## src/design/jdq_pkg.sv

```systemverilog
`timescale 1ns / 1ps
// Shared types and constants for the JPEG dequantizer / inverse zigzag unit.
// No dependencies.
package jdq_pkg;

	localparam int NUM_TABLES    = 4;
	localparam int TABLE_ENTRIES = 64;
	localparam int IDX_W         = 6;
	localparam int STEP_W        = 8;
	localparam int SAMPLE_W      = 16;
	localparam int QT_DEPTH      = NUM_TABLES * TABLE_ENTRIES;
	localparam int QT_AW         = (QT_DEPTH > 1) ? $clog2(QT_DEPTH) : 1;
	localparam int BUF_DEPTH     = 2 * TABLE_ENTRIES;
	localparam int BUF_AW        = $clog2(BUF_DEPTH);
	localparam int BANK_BIT      = BUF_AW - 1;

	localparam logic             KIND_TABLE = 1'b0;
	localparam logic             KIND_COEF  = 1'b1;
	localparam logic [IDX_W-1:0] LAST_IDX   = IDX_W'(TABLE_ENTRIES - 1);

	localparam logic [IDX_W-1:0] ZZ_TO_RASTER [TABLE_ENTRIES] = '{
		6'd0,  6'd1,  6'd8,  6'd16, 6'd9,  6'd2,  6'd3,  6'd10,
		6'd17, 6'd24, 6'd32, 6'd25, 6'd18, 6'd11, 6'd4,  6'd5,
		6'd12, 6'd19, 6'd26, 6'd33, 6'd40, 6'd48, 6'd41, 6'd34,
		6'd27, 6'd20, 6'd13, 6'd6,  6'd7,  6'd14, 6'd21, 6'd28,
		6'd35, 6'd42, 6'd49, 6'd56, 6'd57, 6'd50, 6'd43, 6'd36,
		6'd29, 6'd22, 6'd15, 6'd23, 6'd30, 6'd37, 6'd44, 6'd51,
		6'd58, 6'd59, 6'd52, 6'd45, 6'd38, 6'd31, 6'd39, 6'd46,
		6'd53, 6'd60, 6'd61, 6'd54, 6'd47, 6'd55, 6'd62, 6'd63
	};

	typedef struct packed {
		logic                       kind;
		logic [1:0]                 table_id;
		logic [IDX_W-1:0]           entry_index;
		logic [STEP_W-1:0]          table_value;
		logic signed [SAMPLE_W-1:0] coefficient;
	} in_item_t;

	typedef struct packed {
		logic signed [SAMPLE_W-1:0] sample;
		logic [IDX_W-1:0]           natural_index;
		logic                       last;
	} out_item_t;

	typedef struct packed {
		logic                en;
		logic                done;
		logic [BUF_AW-1:0]   addr;
		logic [SAMPLE_W-1:0] data;
	} buf_wr_t;

	typedef struct packed {
		logic              re;
		logic [BUF_AW-1:0] addr;
	} buf_rd_t;

endpackage

```

## src/design/jdq_ram.sv

```systemverilog
`timescale 1ns / 1ps
// Generic simple dual-port RAM: one write port, one read port, registered read.
// No dependencies.
module jdq_ram #(
	parameter int WIDTH = 8,
	parameter int DEPTH = 64,
	parameter int AW    = (DEPTH > 1) ? $clog2(DEPTH) : 1
) (
	input  logic             clk,
	input  logic             we,
	input  logic [AW-1:0]    waddr,
	input  logic [WIDTH-1:0] wdata,
	input  logic             re,
	input  logic [AW-1:0]    raddr,
	output logic [WIDTH-1:0] rdata
);

	logic [WIDTH-1:0] mem [DEPTH];

	always_ff @(posedge clk) begin
		if (we) begin
			mem[waddr] <= wdata;
		end
		if (re) begin
			rdata <= mem[raddr];
		end
	end

endmodule

```

## src/design/jdq_fill.sv

```systemverilog
`timescale 1ns / 1ps
// Input side: quantizer table store, step lookup, multiply, buffer write.
// Depends on jdq_pkg and jdq_ram.
module jdq_fill (
	input  logic              clk,
	input  logic              arst_n,
	input  logic              src_valid,
	output logic              src_stall,
	input  jdq_pkg::in_item_t src_data,
	input  logic [1:0]        full,
	output jdq_pkg::buf_wr_t  wr
);

	logic                               acc;
	logic                               tid_ok;
	logic                               q_we;
	logic                               q_re;
	logic [jdq_pkg::QT_AW-1:0]          q_waddr;
	logic [jdq_pkg::QT_AW-1:0]          q_raddr;
	logic [jdq_pkg::STEP_W-1:0]         q_rdata;
	logic [jdq_pkg::STEP_W-1:0]         step;
	logic [23:0]                        prod;
	logic [jdq_pkg::IDX_W-1:0]          coef_cnt_q;
	logic                               fill_bank_q;
	logic                               v_s1;
	logic                               ok_s1;
	logic                               bank_s1;
	logic [jdq_pkg::IDX_W-1:0]          pos_s1;
	logic [jdq_pkg::SAMPLE_W-1:0]       coef_s1;

	assign src_stall = full[fill_bank_q];
	assign acc       = src_valid && !src_stall;
	assign tid_ok    = int'(src_data.table_id) < jdq_pkg::NUM_TABLES;
	assign q_we      = acc && (src_data.kind == jdq_pkg::KIND_TABLE) && tid_ok;
	assign q_re      = acc && (src_data.kind == jdq_pkg::KIND_COEF) && tid_ok;
	assign q_waddr   = jdq_pkg::QT_AW'({src_data.table_id, src_data.entry_index});
	assign q_raddr   = jdq_pkg::QT_AW'({src_data.table_id, coef_cnt_q});

	jdq_ram #(
		.WIDTH (jdq_pkg::STEP_W),
		.DEPTH (jdq_pkg::QT_DEPTH)
	) u_qt_ram (
		.clk   (clk),
		.we    (q_we),
		.waddr (q_waddr),
		.wdata (src_data.table_value),
		.re    (q_re),
		.raddr (q_raddr),
		.rdata (q_rdata)
	);

	always_ff @(posedge clk or negedge arst_n) begin
		if (!arst_n) begin
			coef_cnt_q  <= '0;
			fill_bank_q <= 1'b0;
			v_s1        <= 1'b0;
		end else begin
			v_s1 <= acc && (src_data.kind == jdq_pkg::KIND_COEF);
			if (acc && (src_data.kind == jdq_pkg::KIND_COEF)) begin
				coef_cnt_q <= coef_cnt_q + 1'b1;
				if (coef_cnt_q == jdq_pkg::LAST_IDX) begin
					fill_bank_q <= !fill_bank_q;
				end
			end
		end
	end

	always_ff @(posedge clk) begin
		if (acc) begin
			ok_s1   <= tid_ok;
			bank_s1 <= fill_bank_q;
			pos_s1  <= coef_cnt_q;
			coef_s1 <= src_data.coefficient;
		end
	end

	// low 16 bits of the signed product match those of the unsigned one
	assign step = ok_s1 ? q_rdata : '0;
	assign prod = {8'd0, coef_s1} * {16'd0, step};

	always_comb begin
		wr.en   = v_s1;
		wr.done = v_s1 && (pos_s1 == jdq_pkg::LAST_IDX);
		wr.addr = {bank_s1, jdq_pkg::ZZ_TO_RASTER[pos_s1]};
		wr.data = prod[jdq_pkg::SAMPLE_W-1:0];
	end

endmodule

```

## src/design/jdq_drain.sv

```systemverilog
`timescale 1ns / 1ps
// Output side: bank full flags, raster-order buffer reads, output register.
// Depends on jdq_pkg.
module jdq_drain (
	input  logic                         clk,
	input  logic                         arst_n,
	input  jdq_pkg::buf_wr_t             wr,
	output logic [1:0]                   full,
	output jdq_pkg::buf_rd_t             rd,
	input  logic [jdq_pkg::SAMPLE_W-1:0] rdata,
	output logic                         res_valid,
	input  logic                         res_stall,
	output jdq_pkg::out_item_t           res_data
);

	logic [1:0]                full_q;
	logic                      drain_bank_q;
	logic [jdq_pkg::IDX_W-1:0] rd_idx_q;
	logic                      pend_q;
	logic [jdq_pkg::IDX_W-1:0] pend_idx_q;
	logic                      out_valid_q;
	jdq_pkg::out_item_t        out_q;
	logic                      move;
	logic                      issue;

	assign move  = pend_q && (!out_valid_q || !res_stall);
	assign issue = full_q[drain_bank_q] && (!pend_q || move);

	assign full      = full_q;
	assign rd.re     = issue;
	assign rd.addr   = {drain_bank_q, rd_idx_q};
	assign res_valid = out_valid_q;
	assign res_data  = out_q;

	always_ff @(posedge clk or negedge arst_n) begin
		if (!arst_n) begin
			full_q       <= '0;
			drain_bank_q <= 1'b0;
			rd_idx_q     <= '0;
			pend_q       <= 1'b0;
			out_valid_q  <= 1'b0;
		end else begin
			for (int b = 0; b < 2; b++) begin
				if (wr.done && (wr.addr[jdq_pkg::BANK_BIT] == b[0])) begin
					full_q[b] <= 1'b1;
				end else if (issue && (rd_idx_q == jdq_pkg::LAST_IDX) &&
						(drain_bank_q == b[0])) begin
					full_q[b] <= 1'b0;
				end
			end
			if (issue) begin
				rd_idx_q <= rd_idx_q + 1'b1;
				if (rd_idx_q == jdq_pkg::LAST_IDX) begin
					drain_bank_q <= !drain_bank_q;
				end
			end
			if (issue) begin
				pend_q <= 1'b1;
			end else if (move) begin
				pend_q <= 1'b0;
			end
			if (move) begin
				out_valid_q <= 1'b1;
			end else if (!res_stall) begin
				out_valid_q <= 1'b0;
			end
		end
	end

	always_ff @(posedge clk) begin
		if (issue) begin
			pend_idx_q <= rd_idx_q;
		end
		if (move) begin
			out_q.sample        <= rdata;
			out_q.natural_index <= pend_idx_q;
			out_q.last          <= (pend_idx_q == jdq_pkg::LAST_IDX);
		end
	end

endmodule

```

## src/design/jpeg_dequant_unzigzag_unit.sv

```systemverilog
`timescale 1ns / 1ps
// JPEG inverse quantization and inverse zigzag, ping-pong block buffer.
// Throughput: one item per cycle in, one per cycle out while draining; both can stall.
// A block's last write sets its bank full flag; reads pass the RAM and output register.
// Input stalls only when both buffer banks hold blocks not yet fully read out.
// Reset clears counters, bank flags and valids; table and buffer RAMs are not reset.
module jpeg_dequant_unzigzag_unit (
	input  logic               clk,
	input  logic               arst_n,
	input  logic               src_valid,
	output logic               src_stall,
	input  jdq_pkg::in_item_t  src_data,
	output logic               res_valid,
	input  logic               res_stall,
	output jdq_pkg::out_item_t res_data
);

	jdq_pkg::buf_wr_t             wr;
	jdq_pkg::buf_rd_t             rd;
	logic [1:0]                   full;
	logic [jdq_pkg::SAMPLE_W-1:0] buf_rdata;

	jdq_fill u_fill (
		.clk       (clk),
		.arst_n    (arst_n),
		.src_valid (src_valid),
		.src_stall (src_stall),
		.src_data  (src_data),
		.full      (full),
		.wr        (wr)
	);

	jdq_ram #(
		.WIDTH (jdq_pkg::SAMPLE_W),
		.DEPTH (jdq_pkg::BUF_DEPTH)
	) u_buf_ram (
		.clk   (clk),
		.we    (wr.en),
		.waddr (wr.addr),
		.wdata (wr.data),
		.re    (rd.re),
		.raddr (rd.addr),
		.rdata (buf_rdata)
	);

	jdq_drain u_drain (
		.clk       (clk),
		.arst_n    (arst_n),
		.wr        (wr),
		.full      (full),
		.rd        (rd),
		.rdata     (buf_rdata),
		.res_valid (res_valid),
		.res_stall (res_stall),
		.res_data  (res_data)
	);

endmodule

```

## config.mk

```make
export PLATFORM = sky130hd
export DESIGN_NAME = jpeg_dequant_unzigzag_unit
export DESIGN_NICKNAME = d
export VERILOG_FILES = /design/src/design/jdq_pkg.sv /design/src/design/jdq_ram.sv /design/src/design/jdq_fill.sv /design/src/design/jdq_drain.sv /design/src/design/jpeg_dequant_unzigzag_unit.sv
export SDC_FILE = /design/constraint.sdc
export NUM_CORES = 2
export LEC_CHECK = 0
export ABC_AREA = 0
export BUFFER_PORTS_ARGS = -buffer_cell sky130_fd_sc_hd__buf_2
export CAP_MARGIN = 20
export CORE_MARGIN = 3
export CORE_UTILIZATION = 63
export DETAILED_ROUTE_END_ITERATION = 8
export PLACE_DENSITY = 0.81
export RECOVER_POWER = 50
export SLEW_MARGIN = 20
export SYNTH_ARGS = -nofsm -noshare
export SYNTH_HDL_FRONTEND = slang
export SYNTH_SLANG_ARGS = --single-unit
```

## constraint.sdc

```tcl
create_clock -name clk -period 11.8 [get_ports clk]
set_input_delay 0.59 -clock clk [delete_from_list [all_inputs] [get_ports clk]]
set_output_delay 0.59 -clock clk [all_outputs]
set_load 0.1 [all_outputs]
```

# Yosys cells after proc, flatten, opt, wreduce, memory -nomap -nowiden
# Memories as Yosys holds them, arrays and structs flattened. A register that Yosys moved wholly into a read port is not among the register bits.
# Cells that the tools add are included.
[word_totals]
regBits = 71
mem_bits_rw = 4096
rom_bits = 384
output_inout_bits = 25
word_cells = 76
memories = 3
[mem_list]
columns = ["name", "depth", "word_bits", "read_ports", "rd_clocked_by_memory_dff", "write_ports", "line_no", "source"]
rows = [
  ["u_buf_ram.mem", 128, 16, 1, 1, 1, "jdq_ram.sv:18", "logic [WIDTH-1:0] mem [DEPTH];"],
  ["u_fill.u_qt_ram.mem", 256, 8, 1, 1, 1, "jdq_ram.sv:18", ""],
  ["(name not given)", 64, 6, 1, 0, 0, "jdq_fill.sv:84", "wr.addr = {bank_s1, jdq_pkg::ZZ_TO_RASTER[pos_s1]};"],
]
[classes]
add_sub_neg = 2
mul = 1
magnitude_cmp = 3
n_eq_ne = 5
mux = 18
bitwise_logic = 4
n_reduce_logical = 24
[op_table]
columns = ["operator", "n"]
rows = [
  ["6-bit == test, second input constant", 4],
  ["16-bit by 8-bit multiplier with 16-bit output", 1],
  ["1-bit two-way mux", 16],
  ["6-bit by 1-bit adder with 6-bit output, second input constant", 2],
  ["6-bit two-way mux", 2],
  ["1-bit logical AND", 11],
  ["7-bit >= comparator, second input constant", 1],
  ["6-bit inverter with 7-bit output", 1],
  ["1-bit zero test", 6],
  ["2-bit nonzero test", 3],
  ["1-bit by 2-bit < comparator with 1-bit output, second input constant", 2],
  ["2-bit AND reduction", 2],
  ["1-bit inverter", 3],
  ["1-bit logical OR", 2],
  ["2-bit by 1-bit != test with 1-bit output, second input constant", 1],
]

# Longest topological paths before layout
[depth]
word_depth = 9
ltp_mapped = 18
mapped_depth_nobuf = 17

# Hierarchy
# Synthesis repeated with hierarchy kept, for this count alone.
[unflattened]
cells_unflattened = 7384
hier_area_um2 = 164302.6
[by_module_without_submodules]
columns = ["mod", "instances", "cells_each", "area_each_um2"]
rows = [
  ["jdq_ram at u_fill.u_qt_ram", 1, 3733, 79636.4],
  ["jdq_ram at u_buf_ram", 1, 3086, 78683.0],
  ["jdq_fill", 1, 490, 4589.4],
  ["jdq_drain", 1, 75, 1393.8],
]

# Least setup slack after synthesis
# Ideal clock, no wire load.
[synth_path]
path_kind = "register to register"
from = "register u_fill.u_qt_ram.rdata[2] (read register of u_fill.u_qt_ram.mem)"
to = "memory u_buf_ram.mem[0][14] in the netlist's numbering (data pin)"
setup_ns = 0.928
arrival_ns = 7.537
required_time_ns = 10.872
path_slack_ns = 3.335
stages_incl_launch_ff = 16
cell_sequence = "edfxtp_1 -> clkbuf_1 -> nand2_1 -> fa_1 -> fa_1 -> inv_1 -> fa_1 -> inv_1 -> fa_1 -> inv_1 -> ha_1 -> or3_1 -> o211a_1 -> a41oi_1 -> a211oi_1 -> xnor2_1"
[synth_via]
elab_chain_cells = 1
[synth_lines]
columns = ["item", "line_no", "source"]
rows = [
  ["from (decl)", "jdq_ram.sv:15", "output logic [WIDTH-1:0] rdata"],
  ["16-bit by 8-bit multiplier with 16-bit output", "jdq_fill.sv:79", "assign prod = {8'd0, coef_s1} * {16'd0, step};"],
  ["via u_buf_ram.wdata[14]", "jdq_ram.sv:12", "input logic [WIDTH-1:0] wdata,"],
  ["to (decl)", "jdq_ram.sv:18", ""],
]
# The timed path passes the listed nets, and every way through them passes these cells.

==> flow_summary.json <==
{
  "cts_htree_levels": 5,
  "crit_type": "flop to flop",
  "synth-seq-cells": 4191,
  "gr-max-usage-layer": "met2",
  "initial_core_util_pct": 63.7,
  "cts_tree": "built",
  "grtUsageMet3_pct": 7.73,
  "clock_sinks": 4191,
  "syn_area_per_cell_um2": 21.9,
  "cts_hold_repair.buffers": 18,
  "grt_util_met2_pct": 53.8,
  "synth_compound_gate_area_share_pct": 1.94,
  "grt_start_max_net_pins": 169,
  "synthFlopType": "sky130_fd_sc_hd__edfxtp_1",
  "drt_first_pass_iters": 9,
  "gr-usage-all-layers_pct": 33.6,
  "reg2reg_setup_slack_ns": 3.50,
  "critical_path.reg2reg.startpoint": "u_fill.coef_cnt_q[0]",
  "max-cap-violations": 55,
  "ys_types": 79,
  "wl_um": 446000,
  "total_power_mw": 47.7,
  "timing.setup.tns_ns": 0,
  "p_int_mw": 32.8,
  "count_of_mapped_cells_out_of_synthesis": 7505,
  "post_cts_resize_count": 0,
  "syn_to_final_growth_pct": 10.7,
  "synth-xor-area-share_pct": 0.186,
  "final.period_utilization_pct": 70.3,
  "core.rowCount": 186,
  "timing.critical_path.required_ns": 12.24,
  "synth_top_family_by_area": "multiplexers",
  "hold_path_startpoint": "src_data[15]",
  "synthAdderAreaFrac_pct": 1.02,
  "cts_made_buffers": 398,
  "globalRoute.totalOverflow": 0,
  "detailedRoute.firstIterationViolations": 13500,
  "power.clock.fraction_pct": 26.8,
  "fmaxAchievable_mhz": 120,
  "ff2ff_path_depth": 8,
  "gp_congestion": 0.900,
  "route.detailed.wl_per_inst_um": 38.6,
  "power.combinational.fraction_pct": 28.8,
  "core_area_um2": 258000,
  "dieArea_um2": 267000,
  "final_report_hold_violation_count": 0,
  "cts.reportedPaths.clkPinSlew_ns": 0.06,
  "cp-start-kind": "flop",
  "detailroute.via_count": 84900,
  "placed_cells": 10800,
  "final_core_util_pct": 70.5,
  "hold_path_end": "u_fill.coef_s1[15]",
  "timing_max_transition_violations_final": 2805,
  "vdd_ir_drop_max_uv": 707,
  "worstHoldPathType": "primary input to flop",
  "filler_cells": 13900,
  "post-synth-top-count-cell": "sky130_fd_sc_hd__edfxtp_1",
  "critical_path.max_fanout": 88,
  "antenna_found_initial": 19,
  "post-route-min-period_ns": 8.30,
  "stdcell_count": 11500,
  "async_sr_flop_fraction_pct": 0.453,
  "power_density_nw_per_um2": 262,
  "share_seq_of_total_power_pct": 44.5,
  "place_hpwl_um": 233000,
  "clock_tree.buffer_depth": 4,
  "synth_top_cells_by_count": "sky130_fd_sc_hd__edfxtp_1 (4172), sky130_fd_sc_hd__mux4_2 (1093), sky130_fd_sc_hd__nor2_1 (447)",
  "final_net_count": 7958,
  "antenna_violating_nets_post_route": 0,
  "via_per_inst": 7.36,
  "switching_share_pct": 31.4,
  "io-pin-count": 62,
  "run_status": "finished with violations",
  "synth_fp_nets": 7640,
  "post-synth-top-area-cell": "sky130_fd_sc_hd__edfxtp_1",
  "synth_enable_flop_cells": 4172,
  "clock_latency_ns": 0.92,
  "remaining_drc_errors": 0,
  "first_global_vias": 86100,
  "clock_tree.root_cell": "sky130_fd_sc_hd__clkbuf_16",
  "clock-skew-final_ns": 0.0524,
  "worstReg2RegEnd": "u_fill.u_qt_ram.rdata[1]",
  "grt_first_pass_wirelength_um": 633000,
  "power.switching_mw": 15.0,
  "die_width_um": 517,
  "failed_checks": "capacitance limit, slew limit",
  "worst-slew-pin-transition_ns": 5.30,
  "yosys.area.top_type_share_pct": 76.2,
  "synth_simple_gate_area_share_pct": 2.36,
  "maxSlewHeadroom_pct": -253,
  "static-leakage-power_nw": 57.0,
  "warnings_from_yosys": 0,
  "cells_on_worst_hold_path": 2,
  "synth_area_leaders": "sky130_fd_sc_hd__edfxtp_1 (76%), sky130_fd_sc_hd__mux4_2 (15%), sky130_fd_sc_hd__mux2i_1 (1.5%)",
  "gr-usage-met1_pct": 43.0,
  "type_of_destination_of_the_critical_path": "flop",
  "io_buffer_count": 61,
  "setup_violations": 0,
  "mappedNetlistArea_um2": 165000,
  "setup_repair_after_global_routing_missed_its_margin": "false",
  "layout-drive-gt1-share_pct": 24.3,
  "synth.yosys.seq_area_share_pct": 76.4,
  "post_cts_buffers": 0,
  "critical_path_arrival_ns": 8.74,
  "die_height_um": 517,
  "synth.mux.area_fraction_pct": 16.6,
  "holdWs_ns": 0.410
}
[power groups by stage]
stage | Sequential, mW | Clock [mW] | Combinational, mW
2_1_floorplan | 21.9 | 0 | 8.34
3_3_place_gp | 21.5 | 0 | 12.6
3_5_place_dp | 21.5 | 0 | 13.1
4_1_cts | 21.2 | 12.8 | 13.5
5_1_grt | 21.2 | 13.3 | 14.4
6_report | 21.2 | 12.8 | 13.7
[state kept, by name, indices dropped and copies added, names as in the netlist, 2 cells and up]
name                   cells
u_fill.coef_s1            16
u_drain.full               2
u_buf_ram.mem           2048
u_fill.pos_s1              6
u_buf_ram.rdata           16
u_drain.rd_idx_q           6
u_drain.pend_idx_q         6
u_fill.u_qt_ram.rdata      8
u_drain.res_data          23
u_fill.u_qt_ram.mem     2048
u_fill.coef_cnt_q          6
[per-stage QoR]
stage	setup WS (ns)	area, um^2
final	3.50	182000
after CTS	5.42	182000
after global routing	2.97	182000
after detailed placement	5.44	169000
after floorplan	3.33	165000
after global placement	5.69	169000
[metal layers]
layer	vias up	part of all wire [%]
li1	32000	-
met1	43600	32
met2	7656	49
met3	1637	12
met4	10	7.3
met5	-	0.021
[worst max path at each step]
stage / end / from / slack (ns)
final: u_fill.u_qt_ram.rdata[1] / u_fill.coef_cnt_q[0] / 3.50
after global routing: u_fill.u_qt_ram.rdata[1] / u_fill.coef_cnt_q[0] / 2.97
after CTS: u_buf_ram.mem[5][15] / u_fill.u_qt_ram.rdata[2] / 5.42
after detailed placement: u_buf_ram.mem[73][15] / u_fill.u_qt_ram.rdata[2] / 5.44
after global placement: u_buf_ram.mem[72][15] / u_fill.u_qt_ram.rdata[2] / 5.69
after floorplan: u_buf_ram.mem[0][14] / u_fill.u_qt_ram.rdata[2] / 3.33
[cells in the final DEF, fill, tap and decap left out, types with 18 or more instances in the layout]
| cell type | count |
|---|---|
| sky130_fd_sc_hd__edfxtp_1 | 4172 |
| sky130_fd_sc_hd__mux4_2 | 1093 |
| sky130_fd_sc_hd__clkbuf_16 | 407 |
| sky130_fd_sc_hd__nor2_1 | 394 |
| sky130_fd_sc_hd__mux2i_1 | 243 |
| sky130_fd_sc_hd__nand2_1 | 192 |
| sky130_fd_sc_hd__buf_4 | 190 |
| sky130_fd_sc_hd__clkbuf_1 | 172 |
| sky130_fd_sc_hd__inv_1 | 81 |
| sky130_fd_sc_hd__and2_1 | 77 |
| sky130_fd_sc_hd__clkinv_2 | 76 |
| sky130_fd_sc_hd__clkinv_1 | 74 |
| sky130_fd_sc_hd__a22oi_1 | 68 |
| sky130_fd_sc_hd__fa_1 | 60 |
| sky130_fd_sc_hd__a221oi_1 | 59 |
| sky130_fd_sc_hd__a21oi_1 | 56 |
| sky130_fd_sc_hd__o21ai_0 | 53 |
| sky130_fd_sc_hd__bufinv_16 | 45 |
| sky130_fd_sc_hd__nand3_1 | 44 |
| sky130_fd_sc_hd__ha_1 | 38 |
| sky130_fd_sc_hd__nor2_2 | 31 |
| sky130_fd_sc_hd__nor2b_1 | 30 |
| sky130_fd_sc_hd__a22o_1 | 28 |
| sky130_fd_sc_hd__o22ai_1 | 26 |
| sky130_fd_sc_hd__a211oi_1 | 24 |
| sky130_fd_sc_hd__nor2_4 | 22 |
| sky130_fd_sc_hd__o221ai_1 | 22 |
| sky130_fd_sc_hd__diode_2 | 21 |
| sky130_fd_sc_hd__nor3_1 | 21 |
| sky130_fd_sc_hd__buf_2 | 19 |
| sky130_fd_sc_hd__xnor2_1 | 18 |
| sky130_fd_sc_hd__dlygate4sd3_1 | 18 |
[area by class of cell]
class / instances / area, um^2 / area share [%]
sequential: 4191 / 126000 / 69.0
multi-input combinational: 2817 / 36700 / 20.2
clock buffer: 494 / 10500 / 5.77
tap: 3384 / 4230 / 2.32
timing repair buffer: 331 / 2350 / 1.29
clock inverter: 215 / 2210 / 1.21
inverter: 84 / 323 / 0.177
antenna: 21 / 52.6 / 0.0288
[cells by family after synthesis]
kind of cell    Yosys count
xor+xnor                 35
fa+ha+maj                98
buf+inv                 497
compound gates          442
simple gates            887
mux                    1355
flops                  4191
[worst max-delay path, cell delays in order (launching register included)]
cell and delay [ns]:
sky130_fd_sc_hd__dfrtp_1 1.91, sky130_fd_sc_hd__clkbuf_1 2.35, sky130_fd_sc_hd__buf_12 0.56, sky130_fd_sc_hd__mux4_2 0.60
sky130_fd_sc_hd__mux4_2 0.59, sky130_fd_sc_hd__nand2_1 0.11, sky130_fd_sc_hd__o21ai_1 0.08, sky130_fd_sc_hd__o21ai_1 0.89
sky130_fd_sc_hd__nand4_1 0.64
Note: power is estimated with default switching activity, not from simulation.
